`src/iq_pair_dc_block_gain_defines.svh`:
```
// ----------------------------------------------------------------------------
// IQ pair DC block assertion macros
// Shared property forms for the concurrent checks of the block.
// ----------------------------------------------------------------------------
`ifndef IQ_PAIR_DC_BLOCK_GAIN_DEFINES_SVH
`define IQ_PAIR_DC_BLOCK_GAIN_DEFINES_SVH

// same-cycle implication, disabled during reset
`define IQDC_ASSERT_IMP(label, clk, rst_n, ante, cons) \
	label: assert property (@(posedge clk) disable iff (!rst_n) (ante) |-> (cons)) \
		else $error("iqdc same-cycle check failed");

// next-cycle implication, disabled during reset
`define IQDC_ASSERT_NXT(label, clk, rst_n, ante, cons) \
	label: assert property (@(posedge clk) disable iff (!rst_n) (ante) |=> (cons)) \
		else $error("iqdc next-cycle check failed");

`endif

```
`src/iqdc_pkg.sv`:
```
// ----------------------------------------------------------------------------
// IQ pair DC block package
// Register codes, reset values, saturation limits and shared types.
// ----------------------------------------------------------------------------
`default_nettype none

package iqdc_pkg;

	localparam int CHAN_W    = 4;
	localparam int CFG_W     = 4;
	localparam int CFG_IDX_W = 2;
	localparam int OUT_W     = 16;

	typedef enum logic [CFG_IDX_W-1:0] {
		REG_DC_SHIFT   = 2'd0,
		REG_GAIN_SHIFT = 2'd1,
		REG_I_CHANNEL  = 2'd2,
		REG_Q_CHANNEL  = 2'd3
	} cfg_reg_t;

	localparam logic [CFG_W-1:0] DC_SHIFT_RST   = 4'd8;
	localparam logic [CFG_W-1:0] GAIN_SHIFT_RST = 4'd4;
	localparam logic [CFG_W-1:0] I_CHANNEL_RST  = 4'd5;
	localparam logic [CFG_W-1:0] Q_CHANNEL_RST  = 4'd6;

	localparam logic signed [OUT_W-1:0] SAT_MAX = 16'sh7fff;
	localparam logic signed [OUT_W-1:0] SAT_MIN = 16'sh8000;

	typedef struct packed {
		logic [CFG_W-1:0] dc_shift;
		logic [CFG_W-1:0] gain_shift;
	} shift_cfg_t;

endpackage

`default_nettype wire

```
`src/iqdc_lane.sv`:
```
// ----------------------------------------------------------------------------
// IQ pair DC block lane
// Leaky-integrator DC estimate, DC removal, gain shift and saturation.
// ----------------------------------------------------------------------------
`default_nettype none

module iqdc_lane
	import iqdc_pkg::*;
#(
	parameter int SAMPLE_BITS = 12
) (
	input  wire logic                          clk,
	input  wire logic                          arst_n,
	input  wire logic                          update,
	input  wire logic signed [SAMPLE_BITS-1:0] x,
	input  wire shift_cfg_t                    shift_cfg,
	output logic signed [OUT_W-1:0]            y
);

	localparam int DW = SAMPLE_BITS + 8;
	localparam int YW = SAMPLE_BITS + 16;

	logic signed [DW-1:0]          dc_q;
	logic signed [DW-1:0]          dc_next;
	logic signed [DW-1:0]          x_q8;
	logic signed [DW:0]            diff;
	logic signed [DW:0]            step;
	logic signed [DW:0]            sum;
	logic signed [SAMPLE_BITS-1:0] dc_int;
	logic signed [SAMPLE_BITS:0]   y_raw;
	logic signed [YW-1:0]          y_wide;
	logic signed [YW-1:0]          y_gain;
	logic                          in_range;

	always_comb begin
		x_q8     = $signed({x, 8'b0});
		diff     = $signed({x_q8[DW-1], x_q8}) - $signed({dc_q[DW-1], dc_q});
		step     = diff >>> shift_cfg.dc_shift;
		sum      = $signed({dc_q[DW-1], dc_q}) + step;
		dc_next  = sum[DW-1:0];
		dc_int   = dc_next[DW-1:8];
		y_raw    = $signed({x[SAMPLE_BITS-1], x}) - $signed({dc_int[SAMPLE_BITS-1], dc_int});
		y_wide   = $signed({{(YW-SAMPLE_BITS-1){y_raw[SAMPLE_BITS]}}, y_raw});
		y_gain   = y_wide <<< shift_cfg.gain_shift;
		in_range = (&y_gain[YW-1:OUT_W-1]) | ~(|y_gain[YW-1:OUT_W-1]);
		if (in_range) begin
			y = y_gain[OUT_W-1:0];
		end else if (y_gain[YW-1]) begin
			y = SAT_MIN;
		end else begin
			y = SAT_MAX;
		end
	end

	always_ff @(posedge clk or negedge arst_n) begin
		if (!arst_n) begin
			dc_q <= '0;
		end else if (update) begin
			dc_q <= dc_next;
		end
	end

endmodule

`default_nettype wire

```
`src/iq_pair_dc_block_gain.sv`:
```
// ----------------------------------------------------------------------------
// IQ pair DC block with gain
// Pairs I and Q conversion words, removes DC per channel and applies gain.
// ----------------------------------------------------------------------------
// The block takes one conversion word per clock cycle unless a completed
// pair is held in the input register waiting for the result register. A
// transferred word lands in the input register; in the next cycle it is
// classified against the I and Q channel numbers, and a Q word that
// completes a pair updates both Q8 DC integrators and loads the result
// register, which drives the master side, once that register is free.
// While a result waits in the result register, I words and unpaired words
// keep flowing; a further pair waits in the input register for the result
// register to drain, holding back the words behind it. Configuration writes
// take effect at the edge where cfg_we is high and are meant for idle
// periods.
// ----------------------------------------------------------------------------
`default_nettype none

module iq_pair_dc_block_gain
	import iqdc_pkg::*;
#(
	parameter int SAMPLE_BITS = 12
) (
	input  wire logic                                   clk,
	input  wire logic                                   arst_n,
	input  wire logic                                   cfg_we,
	input  wire logic [CFG_IDX_W-1:0]                   cfg_index,
	input  wire logic [CFG_W-1:0]                       cfg_data,
	input  wire logic                                   s_tvalid,
	output logic                                        s_tready,
	// sample
	input  wire logic [((SAMPLE_BITS+7)/8)*8-1:0]       s_tdata,
	// channel
	input  wire logic [CHAN_W-1:0]                      s_tuser,
	output logic                                        m_tvalid,
	input  wire logic                                   m_tready,
	// q_out in the upper half, i_out in the lower half
	output logic [2*OUT_W-1:0]                          m_tdata
);

	`include "iq_pair_dc_block_gain_defines.svh"

	logic [CFG_W-1:0]       dc_shift_q;
	logic [CFG_W-1:0]       gain_shift_q;
	logic [CFG_W-1:0]       i_channel_q;
	logic [CFG_W-1:0]       q_channel_q;
	shift_cfg_t             shift_cfg;

	logic                   valid_s1;
	logic [CHAN_W-1:0]      chan_s1;
	logic [SAMPLE_BITS-1:0] samp_s1;
	logic [SAMPLE_BITS-1:0] pending_q;
	logic                   have_pending_q;

	logic                   is_i;
	logic                   is_pair;
	logic                   out_free;
	logic                   s1_adv;
	logic                   pair_fire;
	logic                   in_xfer;

	logic signed [SAMPLE_BITS-1:0] x_i;
	logic signed [SAMPLE_BITS-1:0] x_q;
	logic signed [OUT_W-1:0]       y_i;
	logic signed [OUT_W-1:0]       y_q;

	logic                   m_valid_q;
	logic [OUT_W-1:0]       i_out_q;
	logic [OUT_W-1:0]       q_out_q;

	always_ff @(posedge clk or negedge arst_n) begin
		if (!arst_n) begin
			dc_shift_q   <= DC_SHIFT_RST;
			gain_shift_q <= GAIN_SHIFT_RST;
			i_channel_q  <= I_CHANNEL_RST;
			q_channel_q  <= Q_CHANNEL_RST;
		end else if (cfg_we) begin
			unique case (cfg_reg_t'(cfg_index))
				REG_DC_SHIFT:   dc_shift_q   <= cfg_data;
				REG_GAIN_SHIFT: gain_shift_q <= cfg_data;
				REG_I_CHANNEL:  i_channel_q  <= cfg_data;
				REG_Q_CHANNEL:  q_channel_q  <= cfg_data;
			endcase
		end
	end

	assign shift_cfg = '{dc_shift: dc_shift_q, gain_shift: gain_shift_q};

	always_comb begin
		is_i      = chan_s1 == i_channel_q;
		is_pair   = !is_i && (chan_s1 == q_channel_q) && have_pending_q;
		out_free  = !m_valid_q || m_tready;
		s1_adv    = valid_s1 && (!is_pair || out_free);
		pair_fire = s1_adv && is_pair;
		s_tready  = !valid_s1 || s1_adv;
		in_xfer   = s_tvalid && s_tready;
	end

	always_ff @(posedge clk or negedge arst_n) begin
		if (!arst_n) begin
			valid_s1 <= 1'b0;
		end else if (s_tready) begin
			valid_s1 <= s_tvalid;
		end
	end

	always_ff @(posedge clk) begin
		if (in_xfer) begin
			chan_s1 <= s_tuser;
			samp_s1 <= s_tdata[SAMPLE_BITS-1:0];
		end
	end

	// hold the latest I word until a Q word consumes it
	always_ff @(posedge clk or negedge arst_n) begin
		if (!arst_n) begin
			have_pending_q <= 1'b0;
		end else if (s1_adv && is_i) begin
			have_pending_q <= 1'b1;
		end else if (pair_fire) begin
			have_pending_q <= 1'b0;
		end
	end

	always_ff @(posedge clk) begin
		if (s1_adv && is_i) begin
			pending_q <= samp_s1;
		end
	end

	// center the codes: flipping the top bit subtracts mid-scale
	assign x_i = $signed({~pending_q[SAMPLE_BITS-1], pending_q[SAMPLE_BITS-2:0]});
	assign x_q = $signed({~samp_s1[SAMPLE_BITS-1], samp_s1[SAMPLE_BITS-2:0]});

	iqdc_lane #(
		.SAMPLE_BITS (SAMPLE_BITS)
	) u_lane_i (
		.clk       (clk),
		.arst_n    (arst_n),
		.update    (pair_fire),
		.x         (x_i),
		.shift_cfg (shift_cfg),
		.y         (y_i)
	);

	iqdc_lane #(
		.SAMPLE_BITS (SAMPLE_BITS)
	) u_lane_q (
		.clk       (clk),
		.arst_n    (arst_n),
		.update    (pair_fire),
		.x         (x_q),
		.shift_cfg (shift_cfg),
		.y         (y_q)
	);

	always_ff @(posedge clk or negedge arst_n) begin
		if (!arst_n) begin
			m_valid_q <= 1'b0;
		end else if (pair_fire) begin
			m_valid_q <= 1'b1;
		end else if (m_tready) begin
			m_valid_q <= 1'b0;
		end
	end

	always_ff @(posedge clk) begin
		if (pair_fire) begin
			i_out_q <= y_i;
			q_out_q <= y_q;
		end
	end

	assign m_tvalid = m_valid_q;
	assign m_tdata  = {q_out_q, i_out_q};

	`IQDC_ASSERT_NXT(a_pair_loads_result, clk, arst_n, pair_fire, m_tvalid)
	`IQDC_ASSERT_NXT(a_pair_clears_pending, clk, arst_n, pair_fire, !have_pending_q)
	`IQDC_ASSERT_NXT(a_i_word_held, clk, arst_n, s1_adv && is_i,
		have_pending_q && (pending_q == $past(samp_s1)))
	`IQDC_ASSERT_IMP(a_no_pair_overwrite, clk, arst_n, m_valid_q && !m_tready, !pair_fire)

endmodule

`default_nettype wire

```
`config.mk`:
```
export PLATFORM = sky130hd
export DESIGN_NAME = iq_pair_dc_block_gain
export DESIGN_NICKNAME = d
export VERILOG_FILES = /design/src/iqdc_pkg.sv /design/src/iqdc_lane.sv /design/src/iq_pair_dc_block_gain.sv
export VERILOG_INCLUDE_DIRS = /design/src /design/src/src
export SDC_FILE = /design/constraint.sdc
export NUM_CORES = 1
export LEC_CHECK = 0
export BUFFER_PORTS_ARGS = -buffer_cell sky130_fd_sc_hd__buf_2
export CORE_MARGIN = 2
export CORE_UTILIZATION = 64
export DETAILED_ROUTE_END_ITERATION = 7
export GPL_ROUTABILITY_DRIVEN = 0
export GPL_TIMING_DRIVEN = 0
export HOLD_SLACK_MARGIN = 0.02
export PLACE_DENSITY = 0.8
export SLEW_MARGIN = 10
export SYNTH_ARGS = -nofsm -noshare
export SYNTH_HDL_FRONTEND = slang
export SYNTH_SLANG_ARGS = --single-unit
```
`constraint.sdc`:
```
create_clock -name clk -period 9.8 [get_ports clk]
set_input_delay 0.49 -clock clk [delete_from_list [all_inputs] [get_ports clk]]
set_output_delay 0.49 -clock clk [all_outputs]
set_load 0.02 [all_outputs]
```
==> reports/metrics.csv <==
stage,metric,value,unit
sta,Clock Skew,0.0134,ns
cts,Longest Clk Path Bufs,2,
yosys,average footprint of a synthesized cell,8.21,um^2
detailed_routing,Vias/cell,6.78,
detailed_routing,Routed WL per cell,20.3,um
floorplanning,core region area,20800,um^2
cts,total CTS buffers,17,
sta,final hold vios,0,
cts,worst-skew pair later-pin latency,0.45,ns
cts,CTS tree,yes,
critical_path,CP Launch Type,flop,
critical_path,R2R setup slack,0.32,ns
critical_path,slowest CP cell,mux4_2,
final_layout,layout cells sized above 1,16.0,%
floorplanning,DIE HEIGHT,149,um
cts,Clock Sinks,119,
sta,fmax,105,MHz
yosys,Seq cells post-synth,119,
yosys,syn nets,1748,
sta,Setup TNS Final,0,ns
critical_path,Critical Path AT,9.76,ns
sta,relative slew slack,21.6,%
detailed_routing,# DRC,0,
detailed_routing,DR vias,13700,
yosys,Area contributors post-synth,"edfxtp_1 13%, dfrtp_1 9.9%, ha_1 6.9%",
yosys,cell area after synthesis,13500,um^2
yosys,Synth async-reset ratio,49.6,%
min_path,HP Class,input port to asynchronous set/reset pin,
sta,WHS,0.0385,ns
sta,Final Critical Period,9.48,ns
placement,dpl cells,1976,
cts,hold_buf cts,0,
yosys,Post-synth EDFFs,60,
final_layout,nets,1849,
global_route,global-route wire length before repair,64800,um
detailed_routing,initial drt markers,1628,
yosys,register area share after synthesis,24.4,%
global_route,GRT overflow,0,
critical_path,worst r2r src,samp_s1[0]$_DFFE_PP_,
detailed_routing,DR pass1 iterations,7,
critical_path,"Req. time, crit path",10.08,ns
critical_path,worst r2r path cells,36,
yosys,Commonest cells post-synth,"169 x nand2_1, 145 x a21oi_1, 129 x nor2_1",
final_layout,Antenna Cells,0,
detailed_routing,final wirelength,41100,um
critical_path,Worst R2R End,q_out_q[8]$_DFFE_PP_,
placement,Port Buffers,60,
global_route,vias in the first global route,12600,
critical_path,CP endpoint,q_out_q[8]$_DFFE_PP_,
yosys,Netlist cell types,111,
floorplanning,Die Footprint,22200,um^2
global_route,initial antenna violation count,0,
critical_path,CP peak stage delay,0.56,ns
sta,Final Setup Violations,0,
final_layout,fill count,1613,
yosys,Cells after Synth,1639,
floorplanning,Top-Level Pins,65,
yosys,Yosys top cell area share,13.4,%
global_route,largest net degree at the start of global routing,60,
final_layout,post-layout util,72.9,%
final_layout,fin cells,2028,
placement,post-DP HPWL,30400,um
sta,worst slew pin tran,1.16,ns
cts,CTS Root Cell,clkbuf_16,
floorplanning,Die Wd,149,um
yosys,Ys Warns,0,
detailed_routing,ANT nets after route,0,
sta,Slew Limit Fails,0,
sta,post-route clock period utilization,96.7,%
floorplanning,row count,53,
cts,H-tree levels,4,
critical_path,Worst setup EP type,flop,
floorplanning,Starting Density,64.6,%
cts,"Reg clk slew, reported paths",0.06,ns
yosys,ys flop type,edfxtp_1,
flow_run,Max Cap Viol,0,
yosys,dominant cell type by area after synthesis,edfxtp_1,
critical_path,critical path startpoint,samp_s1[0]$_DFFE_PP_,
global_route,GRT Overall Usage,36.5,%
final_layout,synthesis-to-finish area growth,12.8,%
status,status,"complete, no violations",
yosys,most common cell in the netlist,nand2_1,
critical_path,Crit Path Category,flop to flop,
critical_path,largest fanout on the critical path,6,
==> state kept, by name, summed over array words and instances, names as in the netlist <==
signal          flops
chan_s1             4
valid_s1            1
q_channel_q         4
u_lane_i.dc_q      20
pending_q          12
gain_shift_q        4
i_out_q            16
m_tvalid            1
u_lane_q.dc_q      20
q_out_q            16
samp_s1            12
dc_shift_q          4
i_channel_q         4
have_pending_q      1
==> cell usage in the layout (no fill, tap or decap), types with 31 or more instances in the layout <==
cell type	n
nand2_1	169
a21oi_1	132
nor2_1	126
o21ai_0	114
inv_1	79
ha_1	72
mux2i_1	67
buf_2	64
clkbuf_1	62
edfxtp_1	60
xnor2_1	58
dfrtp_1	50
mux2_2	36
a211oi_1	31
==> per-layer routing <==
metal  part of all wire [%]  wire length (um)  track usage [%]  vias to the layer above
met4                    4.4              1790             15.0                        0
met2                     45             18300             57.1                      893
met5                      0                 0                0                        -
met3                     11              4610             8.07                      171
li1                       -                 -                -                     6290
met1                     40             16400             49.2                     6389
==> cells by family (layout without fill, tap and decap cells) <==
logic type      Yosys count  after routing  share of synthesized area (%)
compound gates          564            564                           28.4
simple gates            488            488                           17.5
buf+inv                 173            287                           5.09
flops                   119            119                           24.4
mux                     114            114                           9.63
xor+xnor                 96             96                           6.93
fa+ha+maj                85             85                           8.00
==> critical path, delay by kind of cell, from the launching register on <==
kind	cells	cell delay, ns
AO/OA/AOI/OAI	19	4.10
flip-flops	1	0.43
buffers and inverters	2	0.39
XOR/XNOR	2	0.33
AND/OR/NAND/NOR	4	1.08
adder cells (fa/ha/maj)	4	1.39
multiplexers	5	1.59
==> area by class of cell <==
class / count / area (um^2) / area share [%]
Tap cell: 275 / 344 / 2.27
Multi-Input combinational cell: 1347 / 9750 / 64.2
Inverter: 84 / 315 / 2.08
Buffer: 88 / 377 / 2.48
Sequential cell: 119 / 3290 / 21.7
Timing Repair Buffer: 83 / 508 / 3.35
Clock inverter: 14 / 163 / 1.07
Clock buffer: 18 / 439 / 2.89
==> worst min-delay path by stage <==
stage | end | slack (ns)
after floorplan | dc_shift_q[0]$_DFFE_PN0P_ | 0.19
after global placement | have_pending_q$_DFFE_PN0P_ | 0.46
after detailed placement | u_lane_q.dc_q[19]$_DFFE_PN0P_ | 0.47
after CTS | u_lane_q.dc_q[4]$_DFFE_PN0P_ | 0.06
after global routing | u_lane_q.dc_q[4]$_DFFE_PN0P_ | 0.06
final | u_lane_q.dc_q[4]$_DFFE_PN0P_ | 0.04
==> what timing repair did <==
| item | CTS | global route |
|---|---|---|
| pin swaps | 5 | 16 |
| setup endpoints to repair | 30 | 31 |
| resized for setup | 9 | 60 |
| setup buffers | 3 | 18 |
==> metrics by stage <==
step / setup WS (ns) / area (um^2)
after floorplan: 0.975 / 13500
after global placement: -0.243 / 14100
after detailed placement: -0.395 / 14100
after CTS: 0.00979 / 14800
after global routing: -0.0226 / 15200
final: 0.320 / 15200
Power is left out: the tool's default activity adds up to more than one toggle a clock period on the data nets, which glitch-free logic cannot reach.
